File: config.mk
export PLATFORM = sky130hd
export DESIGN_NAME = vfc_ctrl
export DESIGN_NICKNAME = d
export VERILOG_FILES = /design/src/sv/vfc_pkg.sv /design/src/sv/vfc_ctrl.sv
export SDC_FILE = /design/constraint.sdc
export NUM_CORES = 1
export LEC_CHECK = 0
export BUFFER_PORTS_ARGS = -buffer_cell sky130_fd_sc_hd__buf_2
export CORE_MARGIN = 2
export CORE_UTILIZATION = 30
export DETAILED_ROUTE_END_ITERATION = 12
export SKIP_LAST_GASP = 1
export SLEW_MARGIN = 20
export SYNTH_ARGS = -nofsm -noshare
export SYNTH_HDL_FRONTEND = slang
export SYNTH_SLANG_ARGS = --single-unit
File: constraint.sdc
create_clock -name i_clk -period 2.1 [get_ports i_clk]
set_clock_uncertainty 0.05 [all_clocks]
set_input_delay 0.21 -clock i_clk [delete_from_list [all_inputs] [get_ports i_clk]]
set_output_delay 0.21 -clock i_clk [all_outputs]
set_load 0.02 [all_outputs]
File: src/sv/vfc_pkg.sv
// ----------------------------------------------------------------------------
// vfc_pkg
// Shared types and field widths for the voxel face cull core: the neighbour
// select code and the command and status groups between controller and
// datapath.
// ----------------------------------------------------------------------------
package vfc_pkg;

    // Field widths of one input beat and one result beat
    localparam int X_W     = 4;
    localparam int Y_W     = 8;
    localparam int Z_W     = 4;
    localparam int MASK_W  = 6;
    localparam int CNT_W   = 3;
    localparam int SHADE_W = 3;

    // Beat action codes
    localparam logic ACT_WRITE = 1'b0;
    localparam logic ACT_QUERY = 1'b1;

    // Which occupancy row an access targets, relative to the addressed cell
    typedef enum logic [2:0] {
        NBR_C,
        NBR_YP,
        NBR_YN,
        NBR_XP,
        NBR_XN
    } t_nbr;

    // Controller to datapath
    typedef struct packed {
        logic load_in;
        logic mem_rd;
        logic mem_wr;
        logic clr_wr;
        t_nbr addr_sel;
        logic cap_en;
        t_nbr cap_sel;
        logic load_out;
    } t_cmd;

    // Datapath to controller
    typedef struct packed {
        logic clr_last;
    } t_sts;

endpackage

File: src/sv/vfc_ctrl.sv
// ----------------------------------------------------------------------------
// vfc_ctrl
// Controller: runs the clearing sweep after reset, sequences the memory
// accesses of a write or a query and owns the output valid flag.
// ----------------------------------------------------------------------------
module vfc_ctrl (
    input  logic          i_clk,
    input  logic          i_rst_n,
    input  logic          i_in_valid,
    output logic          o_in_stall,
    input  logic          i_action,
    output logic          o_out_valid,
    input  logic          i_out_stall,
    output vfc_pkg::t_cmd o_cmd,
    input  vfc_pkg::t_sts i_sts
);

    typedef enum logic [3:0] {
        S_CLEAR,
        S_IDLE,
        S_WRD,
        S_WWR,
        S_QC,
        S_QYP,
        S_QYN,
        S_QXP,
        S_QXN,
        S_QEND,
        S_DONE
    } t_state;

    t_state r_state, n_state;
    logic   n_out_valid;
    logic   out_free;

    assign out_free   = !o_out_valid || !i_out_stall;
    assign o_in_stall = (r_state != S_IDLE);

    // Decode commands and next state
    always_comb begin
        o_cmd   = '0;
        n_state = r_state;
        unique case (r_state)
            S_CLEAR: begin
                o_cmd.clr_wr = 1'b1;
                if (i_sts.clr_last) n_state = S_IDLE;
            end
            S_IDLE: begin
                o_cmd.load_in = i_in_valid;
                if (i_in_valid) n_state = (i_action == vfc_pkg::ACT_QUERY) ? S_QC : S_WRD;
            end
            S_WRD: begin
                o_cmd.mem_rd = 1'b1;
                n_state      = S_WWR;
            end
            S_WWR: begin
                o_cmd.mem_wr = 1'b1;
                n_state      = S_DONE;
            end
            S_QC: begin
                o_cmd.mem_rd = 1'b1;
                n_state      = S_QYP;
            end
            S_QYP: begin
                o_cmd.mem_rd   = 1'b1;
                o_cmd.addr_sel = vfc_pkg::NBR_YP;
                o_cmd.cap_en   = 1'b1;
                o_cmd.cap_sel  = vfc_pkg::NBR_C;
                n_state        = S_QYN;
            end
            S_QYN: begin
                o_cmd.mem_rd   = 1'b1;
                o_cmd.addr_sel = vfc_pkg::NBR_YN;
                o_cmd.cap_en   = 1'b1;
                o_cmd.cap_sel  = vfc_pkg::NBR_YP;
                n_state        = S_QXP;
            end
            S_QXP: begin
                o_cmd.mem_rd   = 1'b1;
                o_cmd.addr_sel = vfc_pkg::NBR_XP;
                o_cmd.cap_en   = 1'b1;
                o_cmd.cap_sel  = vfc_pkg::NBR_YN;
                n_state        = S_QXN;
            end
            S_QXN: begin
                o_cmd.mem_rd   = 1'b1;
                o_cmd.addr_sel = vfc_pkg::NBR_XN;
                o_cmd.cap_en   = 1'b1;
                o_cmd.cap_sel  = vfc_pkg::NBR_XP;
                n_state        = S_QEND;
            end
            S_QEND: begin
                o_cmd.cap_en  = 1'b1;
                o_cmd.cap_sel = vfc_pkg::NBR_XN;
                n_state       = S_DONE;
            end
            S_DONE: begin
                o_cmd.load_out = out_free;
                if (out_free) n_state = S_IDLE;
            end
            default: n_state = S_IDLE;
        endcase
    end

    // Output valid: set on load, drop when the beat is taken
    always_comb begin
        n_out_valid = o_out_valid;
        if (o_cmd.load_out) begin
            n_out_valid = 1'b1;
        end else if (!i_out_stall) begin
            n_out_valid = 1'b0;
        end
    end

    // State and registered outputs
    always_ff @(posedge i_clk) begin
        if (!i_rst_n) begin
            r_state     <= S_CLEAR;
            o_out_valid <= 1'b0;
        end else begin
            r_state     <= n_state;
            o_out_valid <= n_out_valid;
        end
    end

`ifndef ASSERT_OFF
    a_stall_after_reset: assert property (@(posedge i_clk)
        !i_rst_n |=> o_in_stall)
        else $error("input not stalled after reset");

    a_one_item_at_a_time: assert property (@(posedge i_clk) disable iff (!i_rst_n)
        (i_in_valid && !o_in_stall) |=> o_in_stall)
        else $error("second beat taken while an item is in flight");

    a_one_mem_access: assert property (@(posedge i_clk) disable iff (!i_rst_n)
        $onehot0({o_cmd.mem_rd, o_cmd.mem_wr, o_cmd.clr_wr}))
        else $error("more than one memory access in a cycle");

    a_no_result_overwrite: assert property (@(posedge i_clk) disable iff (!i_rst_n)
        (o_out_valid && i_out_stall) |=> !$past(o_cmd.load_out))
        else $error("pending result overwritten");
`endif

endmodule

==> results by group <==
Logic synthesis
  • Post-synthesis sequential area ratio: 24.1%
  • Adder-cell area share of the yosys netlist: 0%
  • Warnings, synthesis: 0
  • Mux share of post-synthesis cell area: 2.41%
  • Syn_area_per_cell: 7.42 um2
  • Syn Nets: 62
  • Ranking of synthesized cells by area: dfxtp_1 24%, nand4bb_4 6.6%, nand2_1 6.3%
  • Area leader, netlist: dfxtp_1
  • Post-synthesis xor/xnor area fraction: 0%
  • Post-synthesis simple-gate area fraction: 42.5%
  • Synth Cell Area: ~420 um2
  • Post-synth top area share: around 24%
  • Largest family of logic cells by synthesized area: simple AND/OR/NAND/NOR gates
  • Synth Area in Compound Gates: 19.6%
  • Library cells used by synthesis: 26
  • Synth Instances: 56
  • Yosys reg bits: 5

Floorplanning
  • Die Y: a little over 40 um
  • Die width: between 40 and 50 um
  • Cell Rows: 13
  • Die area: 0.00170 mm2
  • Ports: 20
  • Core region area: 0.00130 mm2
  • Initial Utilization: 31.9%

Clock tree
  • Sink Count: 5
  • Hold_buf cts: 0
  • Clock buffer depth: 2
  • Post-CTS setup buffers: 0
  • Clock slew at reported path FFs: 0.04 ns
  • CTS H-tree depth: 1
  • Number of buffers created by CTS: 3
  • Resized cells post-CTS: 0
  • CTS tree: built
  • Clk_lat worst skew: 0.24 ns
  • Root buffer cell: clkbuf_4

Critical path
  • FF-to-FF path depth: 3
  • Cell family with most CP delay: flip-flops
  • Worst R2R Start: r_state[3]$_SDFFE_PN0P_
  • Cells along the critical path: nor2b_1, nand2_1, a21oi_1, buf_2
  • Max incr delay on CP: around 0.58 ns
  • Slowest CP cell: dfxtp_1
  • Crit end category: primary output
  • Worst Path Required: 1.84 ns
  • Path length in cells of the critical path: 4
  • Reg2Reg Setup Slack: 0.77 ns
  • Startpoint Class: flip-flop
  • Critical path class: reg -> out
  • Bufs and invs on worst path: 1
  • Critical Path Fanout Max: 10
  • Critical Path AT: 1.51 ns
  • RR Endpoint: r_state[3]$_SDFFE_PN0P_

Cells and area
  • Nets: 81
  • Fin area: 519 um2
  • Fraction of layout cells with a size suffix above 1: 35.1%
  • ANT cells: 0
  • Synth-to-Final Area Change: 25.0%
  • Fin cells: 89
  • Commonest non-fill, non-tap cell in the layout: buf_2
  • Commonest non-fill, non-tap cells in the layout: 19 x buf_2, 7 x nand2_1, 5 x a21oi_1, 5 x nor2_1, 5 x dfxtp_1

Global routing
  • Gr ovfl total: 0
  • Antenna violations before repair: 0
  • First-pass GRT wire length: approximately 1300 um
  • Largest net degree at the start of global routing: 15
  • Total GRT Usage: 12.1%
  • Vias in the first global route: 326

Placement
  • Post-DP Area: between 400 and 500 um2
  • DP Wirelength: 674 um
  • Cells after DPL: 85
  • Gpl congestion: 0.727
  • Port bufs: 19

Hold path
  • Worst Hold Launch: i_rst_n
  • Hold path cells: 3
  • Hold EP: o_out_valid$_SDFFE_PN0P_
  • Hold WC Path Type: in -> reg

Route
  • Antenna-violating nets left: 0
  • TritonRoute pass-1 iters: 4
  • Wire length per cell: 9.80 um
  • Routed vias/inst: 5.01
  • Drt drc: 0
  • Initial DRC count: 21
  • Via count: 446
  • Total wire length: roughly 870 um

Timing
  • Final Slew Violations: 0
  • Min Tclk post-route: 1.77 ns
  • Worst hold slack: 0.209 ns
  • Crit share post-route: 84.5%
  • Fmax: 563 MHz
  • Endpoints failing hold: 0
  • Final setup viols: 0
  • RSZ-0062 raised after global routing: false
  • Relative slew slack: 66.8%
  • Setup TNS: 0 ns
  • Slew @ Worst Pin: 0.498 ns

Flow run
  • Max-cap violations: 0

Run status
  • Status: finished clean

Pwr
  • Leak: 0.247 nW
  • Maximum VDD drop: 0.314 mV
  • Power Density: between 600 and 700 mW/mm2
## through the flow
stage          worst slack [ns]  power, mW  utilization, %
6_report                  0.325      0.314            39.9
5_1_grt                   0.163      0.340            39.9
3_3_place_gp              0.638      0.210            37.9
4_1_cts                   0.322      0.321            39.9
2_1_floorplan             0.628      0.187               -
3_5_place_dp              0.578      0.209            37.9
## report_power, final
group          leakage [nW]  total, mW  internal (mW)  switching (mW)
registers            0.0408      0.121          0.101          0.0196
clock network        0.0150      0.107         0.0716          0.0356
logic                 0.191     0.0864         0.0383          0.0480
total                 0.247      0.314          0.211           0.103
## sequential cells by signal, indices dropped and copies added, names as in the netlist
| register | count |
|---|---|
| r_state | 4 |
| o_out_valid | 1 |
## layer usage
| metal | share of wire [%] | global-route usage (%) | up-vias | routed length (um) |
|---|---|---|---|---|
| met5 | 0 | 0 | - | 0 |
| met4 | 0 | 4.84 | 0 | 0 |
| met3 | 6.2 | 4.89 | 0 | 54 |
| met2 | 49 | 18.0 | 15 | 428 |
| met1 | 45 | 15.3 | 200 | 390 |
| li1 | - | - | 231 | - |
## worst reg2reg max path, stage by stage (launching register included)
cell and delay, ns:
dfxtp_1 0.62, nand4bb_4 0.16, or2_1 0.26, a31oi_1 0.16
## cells in the mapped netlist
library cell	count
nand3_1	1
or2_1	2
mux2i_1	1
nand4bb_4	1
nor2b_1	4
o211ai_1	1
buf_6	1
a21oi_1	5
nor4_2	1
nand2b_1	2
o21ai_1	1
o21ai_0	2
a31oi_1	3
and3_1	1
nor3_2	1
nor2_1	5
nor2_2	1
nor4b_1	1
a211oi_1	1
inv_1	3
buf_2	2
o21bai_1	1
dfxtp_1	5
buf_4	2
nor3_1	1
nand2_1	7
## cell families after synthesis
family,Yosys count
buffers and inverters,8
DFF,5
muxes,1
AOI/OAI and AO/OA,14
and+or+nand+nor,28
## how the worst max path moves through the flow
stage	start	end	slack [ns]
floorplan	r_state[2]$_SDFFE_PN0P_	o_cmd[2]	0.63
global route	r_state[1]$_SDFFE_PN0P_	o_cmd[1]	0.16
finish	r_state[1]$_SDFFE_PN0P_	o_cmd[1]	0.33
CTS	r_state[1]$_SDFFE_PN0P_	o_cmd[1]	0.32
global placement	r_state[1]$_SDFFE_PN0P_	o_cmd[1]	0.64
detailed placement	r_state[1]$_SDFFE_PN0P_	o_cmd[1]	0.58
## layout make-up
cell class,instances,area [um2]
Multi-Input combinational cell,43,268
Clock buffer,4,26.3
Timing Repair Buffer,19,95.1
Fill cell,146,782
Tap cell,15,18.8
Inverter,3,11.3
Sequential cell,5,100
Power figures use the tool's default switching activity.
